`src/rtl/cbf_pkg.sv`:
```
// Shared types and constants for the CPU boost floor controller.
// No dependencies; used by every module of the block.
`timescale 1ns / 1ps

package cbf_pkg;

   localparam int FREQ_W   = 22;
   localparam int MS_W     = 16;
   localparam int ACTION_W = 3;
   localparam int CSR_IDX_W  = 3;
   localparam int CSR_DATA_W = 22;
   localparam int REQ_DATA_W = 64;
   localparam int RSP_DATA_W = 32;

   localparam logic [ACTION_W-1:0] ACT_TICK       = 3'd0;
   localparam logic [ACTION_W-1:0] ACT_INPUT      = 3'd1;
   localparam logic [ACTION_W-1:0] ACT_PANEL_ON   = 3'd2;
   localparam logic [ACTION_W-1:0] ACT_PANEL_OFF  = 3'd3;
   localparam logic [ACTION_W-1:0] ACT_MAX_KICK   = 3'd4;
   localparam logic [ACTION_W-1:0] ACT_QUERY      = 3'd5;

   localparam logic [CSR_IDX_W-1:0] REG_INPUT_BOOST_FREQ = 3'd0;
   localparam logic [CSR_IDX_W-1:0] REG_MAX_BOOST_FREQ   = 3'd1;
   localparam logic [CSR_IDX_W-1:0] REG_AWAKE_FLOOR_FREQ = 3'd2;
   localparam logic [CSR_IDX_W-1:0] REG_IDLE_FREQ        = 3'd3;
   localparam logic [CSR_IDX_W-1:0] REG_INPUT_BOOST_MS   = 3'd4;
   localparam logic [CSR_IDX_W-1:0] REG_WAKE_BOOST_MS    = 3'd5;
   localparam logic [CSR_IDX_W-1:0] REG_LOW_POWER_MODE   = 3'd6;

   typedef struct packed {
      logic [FREQ_W-1:0] input_boost_freq;
      logic [FREQ_W-1:0] max_boost_freq;
      logic [FREQ_W-1:0] awake_floor_freq;
      logic [FREQ_W-1:0] idle_freq;
      logic [MS_W-1:0]   input_boost_ms;
      logic [MS_W-1:0]   wake_boost_ms;
      logic              low_power_mode;
   } cfg_type;

   typedef struct packed {
      logic            screen_flag;
      logic            input_flag;
      logic [MS_W-1:0] input_left;
      logic            max_flag;
      logic [MS_W-1:0] max_left;
   } boost_state_type;

   localparam boost_state_type STATE_RESET = '{screen_flag: 1'b1, input_flag: 1'b0,
                                               input_left: '0, max_flag: 1'b0,
                                               max_left: '0};

   typedef struct packed {
      logic [ACTION_W-1:0] action;
      logic [MS_W-1:0]     kick_ms;
      logic                force_req;
      logic [FREQ_W-1:0]   policy_max;
      logic [FREQ_W-1:0]   hw_min;
   } req_item_type;

   typedef struct packed {
      logic              update_request;
      logic              max_boosted;
      logic              input_boosted;
      logic              screen_is_on;
      logic [FREQ_W-1:0] floor_freq;
   } rsp_item_type;

endpackage

```
`src/rtl/cbf_csr.sv`:
```
// Configuration register file of the boost floor controller.
// Depends on cbf_pkg.
`timescale 1ns / 1ps

module cbf_csr (
   input  logic                           clock,
   input  logic                           reset,
   input  logic                           csr_wr_en,
   input  logic [cbf_pkg::CSR_IDX_W-1:0]  csr_index,
   input  logic [cbf_pkg::CSR_DATA_W-1:0] csr_wr_data,
   output cbf_pkg::cfg_type               cfg
);

   cbf_pkg::cfg_type cfg_ff;
   cbf_pkg::cfg_type cfg_in;

   always_comb begin
      cfg_in = cfg_ff;
      if (csr_wr_en) begin
         unique case (csr_index)
            cbf_pkg::REG_INPUT_BOOST_FREQ: cfg_in.input_boost_freq = csr_wr_data;
            cbf_pkg::REG_MAX_BOOST_FREQ:   cfg_in.max_boost_freq   = csr_wr_data;
            cbf_pkg::REG_AWAKE_FLOOR_FREQ: cfg_in.awake_floor_freq = csr_wr_data;
            cbf_pkg::REG_IDLE_FREQ:        cfg_in.idle_freq        = csr_wr_data;
            cbf_pkg::REG_INPUT_BOOST_MS:
               cfg_in.input_boost_ms = csr_wr_data[cbf_pkg::MS_W-1:0];
            cbf_pkg::REG_WAKE_BOOST_MS:
               cfg_in.wake_boost_ms = csr_wr_data[cbf_pkg::MS_W-1:0];
            cbf_pkg::REG_LOW_POWER_MODE:   cfg_in.low_power_mode   = csr_wr_data[0];
            default: ;
         endcase
      end
   end

   always_ff @(posedge clock) begin
      if (reset) begin
         cfg_ff <= '0;
      end else begin
         cfg_ff <= cfg_in;
      end
   end

   assign cfg = cfg_ff;

endmodule

```
`src/rtl/cbf_step.sv`:
```
// Next-state and result logic for one beat of the boost floor controller.
// Purely combinational; depends on cbf_pkg.
`timescale 1ns / 1ps

module cbf_step (
   input  cbf_pkg::cfg_type         cfg,
   input  cbf_pkg::boost_state_type cur,
   input  cbf_pkg::req_item_type    item,
   output cbf_pkg::boost_state_type nxt,
   output cbf_pkg::rsp_item_type    rsp
);

   logic                        scr_after;
   logic [cbf_pkg::MS_W-1:0]    kick_len;
   logic                        kick_force;
   logic                        do_kick;
   logic [cbf_pkg::FREQ_W-1:0]  fl;

   always_comb begin
      nxt        = cur;
      fl         = '0;
      scr_after  = cur.screen_flag;
      kick_len   = item.kick_ms;
      kick_force = item.force_req;
      do_kick    = 1'b0;

      case (item.action)
         cbf_pkg::ACT_TICK: begin
            if (cur.input_flag) begin
               if (cur.input_left <= 16'd1) begin
                  nxt.input_flag = 1'b0;
                  nxt.input_left = '0;
               end else begin
                  nxt.input_left = cur.input_left - 16'd1;
               end
            end
            if (cur.max_flag) begin
               if (cur.max_left <= 16'd1) begin
                  nxt.max_flag = 1'b0;
                  nxt.max_left = '0;
               end else begin
                  nxt.max_left = cur.max_left - 16'd1;
               end
            end
         end
         cbf_pkg::ACT_INPUT: begin
            if (cur.screen_flag && (cfg.input_boost_ms != '0) &&
                !(cfg.low_power_mode && !cur.input_flag)) begin
               nxt.input_flag = 1'b1;
               nxt.input_left = cfg.input_boost_ms;
            end
         end
         cbf_pkg::ACT_PANEL_ON: begin
            nxt.screen_flag = 1'b1;
            scr_after  = 1'b1;
            kick_len   = cfg.wake_boost_ms;
            kick_force = 1'b1;
            do_kick    = 1'b1;
         end
         cbf_pkg::ACT_PANEL_OFF: begin
            nxt.screen_flag = 1'b0;
         end
         cbf_pkg::ACT_MAX_KICK: begin
            do_kick = 1'b1;
         end
         cbf_pkg::ACT_QUERY: begin
            if (!cur.screen_flag) begin
               fl = (cfg.idle_freq > item.hw_min) ? cfg.idle_freq : item.hw_min;
            end else if (cur.max_flag) begin
               fl = (cfg.max_boost_freq < item.policy_max) ? cfg.max_boost_freq
                                                           : item.policy_max;
            end else if (cur.input_flag) begin
               fl = (cfg.input_boost_freq < item.policy_max) ? cfg.input_boost_freq
                                                             : item.policy_max;
            end else begin
               fl = (cfg.awake_floor_freq > item.hw_min) ? cfg.awake_floor_freq
                                                         : item.hw_min;
            end
         end
         default: ;
      endcase

      // shared max-boost kick: screen gate, low-power gate, longer-pending skip
      if (do_kick && scr_after &&
          !(cfg.low_power_mode && !kick_force && !cur.max_flag) &&
          !(cur.max_left > kick_len)) begin
         nxt.max_flag = 1'b1;
         nxt.max_left = kick_len;
      end

      rsp.floor_freq     = fl;
      rsp.screen_is_on   = nxt.screen_flag;
      rsp.input_boosted  = nxt.input_flag;
      rsp.max_boosted    = nxt.max_flag;
      rsp.update_request = (nxt.screen_flag != cur.screen_flag) ||
                           (nxt.input_flag != cur.input_flag) ||
                           (nxt.max_flag != cur.max_flag);
   end

endmodule

```
`src/rtl/cpu_boost_floor_controller.sv`:
```
// Top level of the CPU boost floor controller: input register, boost state,
// result register. Depends on cbf_pkg, cbf_csr and cbf_step.
`timescale 1ns / 1ps

// One instance serves one CPU cluster.
// req_ carries one beat per event: tuser is the action code (tick, input
// event, screen on, screen off, max kick, query), tdata the kick length,
// force flag and the policy limits used by queries.
// rsp_ returns exactly one beat per request: the floor frequency (zero unless
// the beat was a query), the three flags after the beat and an update flag.
// csr_ writes the seven configuration registers; write only while idle.
// An accepted req_ beat passes the input register, then the result register,
// before rsp_tvalid rises; throughput is one beat per cycle while rsp_tready
// holds, set by the combinational flag/countdown update between the two registers.
// A full result register that is not taken still lets the input register
// load; once both hold a beat, req_tready drops until rsp_tready returns.
// Reset (synchronous, active high) zeroes the configuration, sets the
// screen-on flag, clears both boosts and empties the pipeline.
module cpu_boost_floor_controller (
   input  logic                                clock,
   input  logic                                reset,
   input  logic                                req_tvalid,
   output logic                                req_tready,
   // [15:0] kick_ms, [16] force_req, [38:17] policy_max, [60:39] hw_min
   input  logic [cbf_pkg::REQ_DATA_W-1:0]      req_tdata,
   // [2:0] action
   input  logic [cbf_pkg::ACTION_W-1:0]        req_tuser,
   output logic                                rsp_tvalid,
   input  logic                                rsp_tready,
   // [21:0] floor_freq, [22] screen_is_on, [23] input_boosted,
   // [24] max_boosted, [25] update_request
   output logic [cbf_pkg::RSP_DATA_W-1:0]      rsp_tdata,
   input  logic                                csr_wr_en,
   input  logic [cbf_pkg::CSR_IDX_W-1:0]       csr_index,
   input  logic [cbf_pkg::CSR_DATA_W-1:0]      csr_wr_data
);

   cbf_pkg::cfg_type         cfg;
   cbf_pkg::boost_state_type state_ff;
   cbf_pkg::boost_state_type state_in;
   cbf_pkg::req_item_type    item_ff;
   cbf_pkg::req_item_type    item_in;
   cbf_pkg::rsp_item_type    rsp_ff;
   cbf_pkg::rsp_item_type    rsp_in;
   logic                     item_vld_ff;
   logic                     rsp_vld_ff;
   logic                     advance;

   cbf_csr u_csr (
      .clock       (clock),
      .reset       (reset),
      .csr_wr_en   (csr_wr_en),
      .csr_index   (csr_index),
      .csr_wr_data (csr_wr_data),
      .cfg         (cfg)
   );

   cbf_step u_step (
      .cfg  (cfg),
      .cur  (state_ff),
      .item (item_ff),
      .nxt  (state_in),
      .rsp  (rsp_in)
   );

   assign item_in.action     = req_tuser;
   assign item_in.kick_ms    = req_tdata[15:0];
   assign item_in.force_req  = req_tdata[16];
   assign item_in.policy_max = req_tdata[38:17];
   assign item_in.hw_min     = req_tdata[60:39];

   assign advance    = item_vld_ff && (!rsp_vld_ff || rsp_tready);
   assign req_tready = !item_vld_ff || advance;

   always_ff @(posedge clock) begin
      if (reset) begin
         item_vld_ff <= 1'b0;
         rsp_vld_ff  <= 1'b0;
         state_ff    <= cbf_pkg::STATE_RESET;
      end else begin
         if (req_tready) begin
            item_vld_ff <= req_tvalid;
         end
         if (advance) begin
            rsp_vld_ff <= 1'b1;
            state_ff   <= state_in;
         end else if (rsp_tready) begin
            rsp_vld_ff <= 1'b0;
         end
      end
   end

   always_ff @(posedge clock) begin
      if (req_tready && req_tvalid) begin
         item_ff <= item_in;
      end
      if (advance) begin
         rsp_ff <= rsp_in;
      end
   end

   assign rsp_tvalid = rsp_vld_ff;
   assign rsp_tdata  = {6'd0, rsp_ff};

endmodule

```
`config.mk`:
```
export PLATFORM = sky130hd
export DESIGN_NAME = cpu_boost_floor_controller
export DESIGN_NICKNAME = d
export VERILOG_FILES = /design/src/rtl/cbf_pkg.sv /design/src/rtl/cbf_csr.sv /design/src/rtl/cbf_step.sv /design/src/rtl/cpu_boost_floor_controller.sv
export SDC_FILE = /design/constraint.sdc
export NUM_CORES = 1
export LEC_CHECK = 0
export BUFFER_PORTS_ARGS = -buffer_cell sky130_fd_sc_hd__buf_4
export CORE_MARGIN = 4
export CORE_UTILIZATION = 55
export DETAILED_ROUTE_END_ITERATION = 10
export MAX_ROUTING_LAYER = met4
export PLACE_DENSITY = 0.71
export SYNTH_ARGS = -nofsm -noshare
export SYNTH_HDL_FRONTEND = slang
export SYNTH_SLANG_ARGS = --single-unit
```
`constraint.sdc`:
```
create_clock -name clock -period 5.32 [get_ports clock]
set_input_delay 1.064 -clock clock [delete_from_list [all_inputs] [get_ports clock]]
set_output_delay 1.064 -clock clock [all_outputs]
set_load 0.01 [all_outputs]
```
Word level (Yosys, flattened, before mapping):

Cells that the tools add are included.

* $lt $le $gt $ge: 7
* equality and inequality tests: 16
* muxes and demuxes: 24
* reductions and logical operators: 39
* add/sub/neg operators: 2

Operator list (number)
* $mux W22: 7
* $mux W17: 5
* $mux W16: 3
* $gt A22 B22 Y1: 2
* $lt A22 B22 Y1: 2
* $pmux W17 S2: 1
* $le A16 B1 Y1 const B: 2
* $sub A16 B1 Y16 const B: 2
* $gt A16 B16 Y1: 1
* $reduce_bool A16 Y1: 1
* $eq A3 B3 Y1 const B: 5
* $reduce_and A2 Y1: 7
* $eq A3 B2 Y1 const B: 4
* $logic_and A1 B1 Y1: 10
* $logic_not A1 Y1: 8
* $reduce_bool A2 Y1: 4
* $mux W1: 7
* $eq A3 B1 Y1 const B: 2
* $logic_not A3 Y1: 2
* $logic_or A1 B1 Y1: 4
* $reduce_and A4 Y1: 1
* $ne A1 B1 Y1: 3
* $reduce_and A3 Y1: 1
* $ne A2 B1 Y1 const B: 1
* 3 further kinds: 3

* register bits after elaboration: 248
* output and inout bits: 34
* word-level logic and storage cells: 112

Logic depth before layout (Yosys ltp):

Gate-level depths: netlist (run 1).

* depth in word-level cells: 11
* gate-level depth with buffers: 13
* gate-level depth less buffers: 11

Cells and area by module:

A second synthesis (run 1) with hierarchy kept.

* cell total of the unflattened synthesis: 1500
* area, all modules: 14814.2 um^2

By module, submodules not included
* cbf_step: seq. area each 0.0 um^2, area each 5607.9 um^2, cells each 814, times used 1
* cbf_csr: seq. area each 2422.3 um^2, area each 4795.8 um^2, cells each 427, times used 1
* cpu_boost_floor_controller: seq. area each 3443.3 um^2, area each 4410.5 um^2, cells each 259, times used 1

Worst setup path before layout (run 1):

No wires, ideal clock.

* path kind: flip-flop to flip-flop
* from: register item_ff[63] (netlist bit)
* to: register state_ff[7] (netlist bit)
* data arrival time: 3.926 ns
* library setup time: 0.117 ns
* path buffers: 2
* slack: 1.277 ns
* data required time: 5.203 ns
* stages on the path, launching flop included: 14
* path through: edfxtp_1 -> nand2b_1 -> nor2_1 -> clkbuf_1 -> mux2i_1 -> ha_1 -> a21oi_1 -> o21a_1 -> o21ai_0 -> a211o_1 -> a221oi_1 -> clkbuf_1 -> o21ai_0 -> a32o_1

* word-level cells in the longest chain between the ends: 10
* elaborated cells between the ends (all ways): 21
* classes of those cells: order compare: 1; eq/ne: 2; mux: 5; reduce/logical: 13

RTL lines
* from (decl): line cpu_boost_floor_controller.sv:41 `cbf_pkg::req_item_type item_ff;`
* from (signal assigned): line cpu_boost_floor_controller.sv:95 `item_ff <= item_in;`
* branches (longest 10 deep; another with $gt A16 B16 Y1)
* to (signal assigned): line cpu_boost_floor_controller.sv:79 `state_ff <= cbf_pkg::STATE_RESET;`
* to (signal assigned): line cpu_boost_floor_controller.sv:86 `state_ff <= state_in;`
* to (decl): line cpu_boost_floor_controller.sv:39 `cbf_pkg::boost_state_type state_ff;`

Parallel ways; which one is timed is not known.
A chain may end at the register's enable or synchronous reset.

Worst setup path after layout (run 1):

* from: register item_ff[63] (netlist bit)
* to: register state_ff[8] (netlist bit)

The elaborated chain is that of the path after synthesis.

==> results.json, run 1 <==
{
  "die_x_um": 166.2,
  "outcome": "complete, no violations",
  "post-route-min-period_ns": 4.100,
  "fin_util_pct": 64.75,
  "grt_pass1_wl_um": 65470,
  "worst_hold_slack_ns": 0.4598,
  "finalHoldViolations": 0,
  "finalSetupViolCount": 0,
  "path_clk_slew_ns": 0.06,
  "synth_cell_type_count": 72,
  "nets": 1868,
  "std_cell_rows": 57,
  "synthesis.area_um2": 13770,
  "m1WireLength_um": 17560,
  "dpl.hpwl_um": 29170,
  "synth-edff-count": 90,
  "synth_top_area_share_pct": 22.98,
  "drv_cap": 0,
  "drc_errors": 0,
  "ys_ff_latch": 248,
  "dieHeight_um": 166.2,
  "postSynthAreaPerCell_um2": 8.680,
  "setup_slack_ns": 1.220,
  "grt_max_degree": 88,
  "viasPerCell": 6.202,
  "clock-sinks": 248,
  "arrival_ns": 4.55,
  "critPathBufInv": 2,
  "power_per_cell_area_nw_per_um2": 292.7,
  "crit_type": "flip-flop to flip-flop",
  "placed_cells": 1959,
  "synth_top_area_cell": "dfxtp_1",
  "maxSlewHeadroom_pct": 20.26,
  "leakage_nw": 6.390,
  "fillers": 2048,
  "postCtsSetupBuffers": 0,
  "area_growth_pct": 15.06,
  "p_total_mw": 4.637,
  "crit_fanout": 17,
  "insertion_delay_ns": 0.56,
  "cp_slowest_cell": "a221oi_2",
  "post_cts_resized": 0,
  "start_util_pct": 56.28,
  "yosysMostFrequentCell": "nand2_1",
  "insertedDiodeCount": 0,
  "drive_gt1_share_pct": 13.40,
  "path_cells": "nand2b_1 -> nor2_2 -> buf_4 -> mux2i_1 -> ha_1 -> nand3_1 -> o211ai_1 -> a21o_1 -> a211o_1 -> a221oi_2 -> buf_4 -> o21ai_0 -> o221a_2",
  "route.met2.wl_um": 19120,
  "yosysWarnings": 0,
  "maxSlewViolCount": 0,
  "cts_buffer_depth": 3,
  "netlist_top_cells_count": "288 x nand2_1, 182 x a21oi_1, 158 x dfxtp_1",
  "synth_async_sr_flop_share_pct": 0,
  "ant_nets": 0,
  "wl_per_cell_um": 20.95,
  "rsz0062_at_grt": "no",
  "die_area_um2": 27630,
  "ys_seq_area_share_pct": 42.61,
  "required_ns": 5.77,
  "htree_num_levels": 1,
  "cts_tree": "built",
  "fin_crit_sh_pct": 77.07,
  "syn_inst": 1586,
  "port-buffer-count": 121,
  "ios": 131,
  "grtUsageTotal_pct": 30.15,
  "routed_wl_um": 42140,
  "placed_area_um2": 14850,
  "top_layer": "met4",
  "grt_pass1_vias": 11800,
  "hp-class": "flip-flop to flip-flop",
  "cpLargestDelayFamily": "compound AO/OA/AOI/OAI gates",
  "grt-ovfl-total": 0,
  "irDropWorstVdd_mv": 0.2512,
  "numCtsBuffers": 28,
  "crit_path_start_kind": "flip-flop",
  "max_slew.worst_pin.slew_ns": 1.196,
  "finClkSkew_ns": 0.01001,
  "final.setup.tns_ns": 0,
  "antenna_found_initial": 0,
  "final_cell_area_um2": 15840,
  "fmax_mhz": 243.9,
  "synthFlopType": "dfxtp_1",
  "crit_path_frequent_cell": "buf_4",
  "critPathMaxStageDelay_ns": 0.62,
  "first_pass_iters": 6,
  "drt-initial-drc-count": 1243,
  "pre_cts_ws_ns": 1.300,
  "synthTopCellsByArea": "dfxtp_1 23%, edfxtp_1 20%, ha_1 9.6%",
  "endpoint_kind": "flip-flop",
  "vias": 12470,
  "stdcell_count": 2011,
  "root_buffer": "clkbuf_16",
  "core-area_um2": 24460,
  "wl_met3_um": 3635,
  "ctsHoldBuffers": 0,
  "gp_congestion": 0.9445
}
-- kinds of logic (layout without fill, tap and decap cells) --
kind of cell             count (synthesis)  in the layout  share of synthesized area [%]
AND/OR/NAND/NOR                        617            617                          19.92
AO/OA/AOI/OAI                          386            386                          17.90
flip-flops                             248            248                          42.61
buffers and inverters                  158            254                          4.680
adder cells (fa/ha/maj)                106            106                          9.634
multiplexers                            62             62                          4.717
XOR/XNOR                                 8              8                         0.5089
other                                    1              6                        0.02724
-- registers in the layout, indices dropped and copies added (netlist names) --
register     cells
item_ff         64
item_vld_ff      1
rsp_tdata       26
rsp_tvalid       1
u_csr.cfg      121
state_ff        35
-- layout make-up --
type | count | area (µm²) | area share (%)
Tap cell | 324 | 405.4 | 2.559
Inverter | 65 | 244.0 | 1.540
Sequential cell | 248 | 5866 | 37.03
Multi-Input combinational cell | 1185 | 7302 | 46.10
Clock inverter | 6 | 71.32 | 0.4502
Clock buffer | 46 | 923.4 | 5.829
Timing Repair Buffer | 137 | 1028 | 6.493
-- layer usage --
layer	vias to the layer above	global-route usage (%)
met4	0	11.60
met5	-	-
met3	120	3.975
li1	5893	-
met1	5837	39.84
met2	622	47.57
-- cell usage in the layout (no fill, tap or decap), types with 5 or more instances in the layout --
master,synthesis,final
o31ai_1,6,5
a21o_1,19,19
and2_1,6,6
o211ai_1,11,11
dfxtp_1,158,158
o21ai_0,46,45
a2bb2oi_1,5,5
a21oi_1,182,182
clkbuf_1,75,7
or3_1,5,5
mux2_2,23,23
a22oi_1,11,11
nand2b_1,8,8
mux2i_1,39,39
clkbuf_8,0,7
inv_1,65,65
buf_4,7,137
or4_1,25,25
o221ai_1,22,22
conb_1,1,6
nand4_1,16,16
nor4_1,13,13
clkbuf_16,0,32
nor2b_1,11,11
edfxtp_1,90,90
ha_1,106,106
o311ai_0,23,23
nor3_1,40,39
nand3_1,40,40
nor2_1,148,146
nand2_1,288,288
a211oi_1,9,9
-- power breakdown --
group          internal [mW]  leakage [nW]  switching [mW]
sequential              2.04          2.16          0.0509
clock                   1.23         0.482           0.809
combinational          0.195          3.74           0.312
-- path summary, 6_finish.rpt --
check | startpoint | to | slack, ns | depth (start not counted)
hold reg to reg | u_csr.cfg[2] | u_csr.cfg[2] | 0.46 | 2
setup / recovery | item_ff[63] | state_ff[8] | 1.22 | 13
hold / removal | u_csr.cfg[2] | u_csr.cfg[2] | 0.46 | 2
setup reg to reg | item_ff[63] | state_ff[8] | 1.22 | 13
-- tightest hold or removal path: cells and delay by family (launching register included) --
kind             cells  cell delay (ns)
AO/OA/AOI/OAI        1             0.05
flip-flops           1             0.31
AND/OR/NAND/NOR      1             0.05
(Power assumes the default switching activity.)
==> inputs of run 2 (changes only) <==
==> constraint.sdc (replaced) <==
create_clock -name clock -period 4 [get_ports clock]
set_input_delay 0.8 -clock clock [delete_from_list [all_inputs] [get_ports clock]]
set_output_delay 0.8 -clock clock [all_outputs]
set_load 0.01 [all_outputs]
==> results.json, run 2 (synthesis results as in run 1) <==
{
  "die_area_um2": 27630,
  "path_cells": "nand2b_1 -> nor2_2 -> buf_4 -> mux2i_1 -> ha_1 -> nand3_1 -> nor4_1 -> a21boi_0 -> a211o_1 -> o21a_1 -> o22ai_1 -> a32o_1",
  "worst_hold_slack_ns": 0.4181,
  "root_buffer": "clkbuf_16",
  "final_cell_mix": "288 x nand2_1, 182 x a21oi_1, 158 x dfxtp_1",
  "crit_type": "flip-flop to flip-flop",
  "endpoint_kind": "flip-flop",
  "port-buffer-count": 121,
  "final.setup.tns_ns": 0,
  "placed_area_um2": 14930,
  "start_util_pct": 56.28,
  "antenna_found_initial": 0,
  "maxSlewViolCount": 0,
  "ctsHoldBuffers": 0,
  "placed_cells": 1968,
  "r2r_slack_ns": 0.30,
  "postCtsSetupBuffers": 0,
  "drv_cap": 0,
  "die_x_um": 166.2,
  "route.met2.wl_um": 18740,
  "arrival_ns": 4.13,
  "r2r_end": "state_ff[7]",
  "crit_path_start_kind": "flip-flop",
  "first_pass_iters": 5,
  "htree_num_levels": 1,
  "r2r_start": "item_ff[63]",
  "required_ns": 4.43,
  "drive_gt1_share_pct": 13.74,
  "critPathBufInv": 1,
  "gp_congestion": 0.9678,
  "post_cts_resized": 0,
  "cp_slowest_cell": "o21a_1",
  "dpl.hpwl_um": 29020,
  "drc_errors": 0,
  "path_clk_slew_ns": 0.06,
  "cpLargestDelayFamily": "compound AO/OA/AOI/OAI gates",
  "critPathMaxStageDelay_ns": 0.53,
  "area_growth_pct": 15.19,
  "fillers": 2061,
  "insertedDiodeCount": 0,
  "maxSlewHeadroom_pct": 23.40,
  "drt-initial-drc-count": 1120,
  "grt_pass1_vias": 11380,
  "nets": 1877,
  "wl_per_cell_um": 20.00,
  "dieHeight_um": 166.2,
  "final_cell_area_um2": 15860,
  "clock-sinks": 248,
  "pre_cts_ws_ns": 0.4065,
  "m1WireLength_um": 17510,
  "finalHoldViolations": 0,
  "hold_start": "req_tdata[43]",
  "finalSetupViolCount": 0,
  "wl_met3_um": 2509,
  "cts_tree": "built",
  "post-route-min-period_ns": 3.695,
  "crit_fanout": 16,
  "grt-ovfl-total": 0,
  "core-area_um2": 24460,
  "insertion_delay_ns": 0.55,
  "viasPerCell": 6.070,
  "grtUsageTotal_pct": 28.84,
  "largest_register_ffs": 121,
  "min_to": "item_ff[4]",
  "ant_nets": 0,
  "numCtsBuffers": 28,
  "fin_crit_sh_pct": 92.38,
  "rr_worst_depth": 12,
  "holdPathStages": 1,
  "vias": 12260,
  "grt_max_degree": 67,
  "leakage_nw": 6.415,
  "irDropWorstVdd_mv": 0.3797,
  "std_cell_rows": 57,
  "cts_buffer_depth": 3,
  "rsz0062_at_grt": "no",
  "setup_slack_ns": 0.3047,
  "outcome": "complete, no violations",
  "routed_wl_um": 40390,
  "grt_pass1_wl_um": 63140,
  "top_layer": "met4",
  "finClkSkew_ns": 0.02036,
  "max_slew.worst_pin.slew_ns": 1.146,
  "power_per_cell_area_nw_per_um2": 379.0,
  "stdcell_count": 2020,
  "hp-class": "input pin to flip-flop",
  "final_common_cell": "nand2_1",
  "ios": 131,
  "fmax_mhz": 270.6
}
==> run 2: cell types whose count changed in the layout (fill, tap and decap cells not counted), moves of 2 or more <==
cell,previous run,this run
clkinv_1,0,2
clkinv_4,0,3
clkbuf_16,32,29
buf_12,0,2
clkinv_2,2,6
clkbuf_8,7,2
clkbuf_1,7,5
buf_4,137,144
==> run 2: per-layer routing <==
metal | GRT usage [%] | up-vias
li1 | - | 5911
met1 | 39.55 | 5746
met2 | 44.98 | 505
met3 | 2.880 | 99
met4 | 10.21 | 0
met5 | - | -
==> run 2: through the flow <==
| step | utilization (%) | total power, mW |
|---|---|---|
| after global placement | 61.04 | 3.478 |
| after CTS | 64.83 | 6.035 |
| after global routing | 64.83 | 6.236 |
| after floorplan | - | 3.212 |
| after detailed placement | 61.04 | 3.489 |
| final | 64.83 | 6.010 |
==> run 2: worst reg2reg max path, cell delays in order (launching register included) <==
cell and delay (ns):
edfxtp_1 0.43, nand2b_1 0.22, nor2_2 0.11, buf_4 0.24, mux2i_1 0.36, ha_1 0.21
nand3_1 0.14, nor4_1 0.46, a21boi_0 0.23, a211o_1 0.17, o21a_1 0.53, o22ai_1 0.21
a32o_1 0.29
==> run 2: area by class of cell <==
type / count / area (µm²) / share of cell area, %
well taps: 324 / 405.4 / 2.556
multi-input cells: 1185 / 7296 / 46.01
inverters: 65 / 244.0 / 1.539
repair buffers: 146 / 1121 / 7.070
clock buffers: 36 / 772.0 / 4.868
clock inverters: 16 / 153.9 / 0.9705
flip-flops and latches: 248 / 5866 / 36.99
==> run 2: report_power, final <==
part	switching, mW	total, mW	internal, mW
clock network	1.06	2.56	1.50
registers	0.0654	2.77	2.71
logic	0.414	0.679	0.266
==> run 2: worst max path at each step <==
stage                      startpoint  depth (start not counted)            to  slack (ns)
after floorplan           item_ff[63]                         13   state_ff[7]        0.14
after global placement    item_ff[63]                         12  state_ff[10]        0.51
after detailed placement  item_ff[63]                         12   state_ff[7]        0.41
after CTS                 item_ff[63]                         12   state_ff[7]        0.39
after global routing      item_ff[63]                         12  state_ff[10]        0.06
final                     item_ff[63]                         12   state_ff[7]        0.30
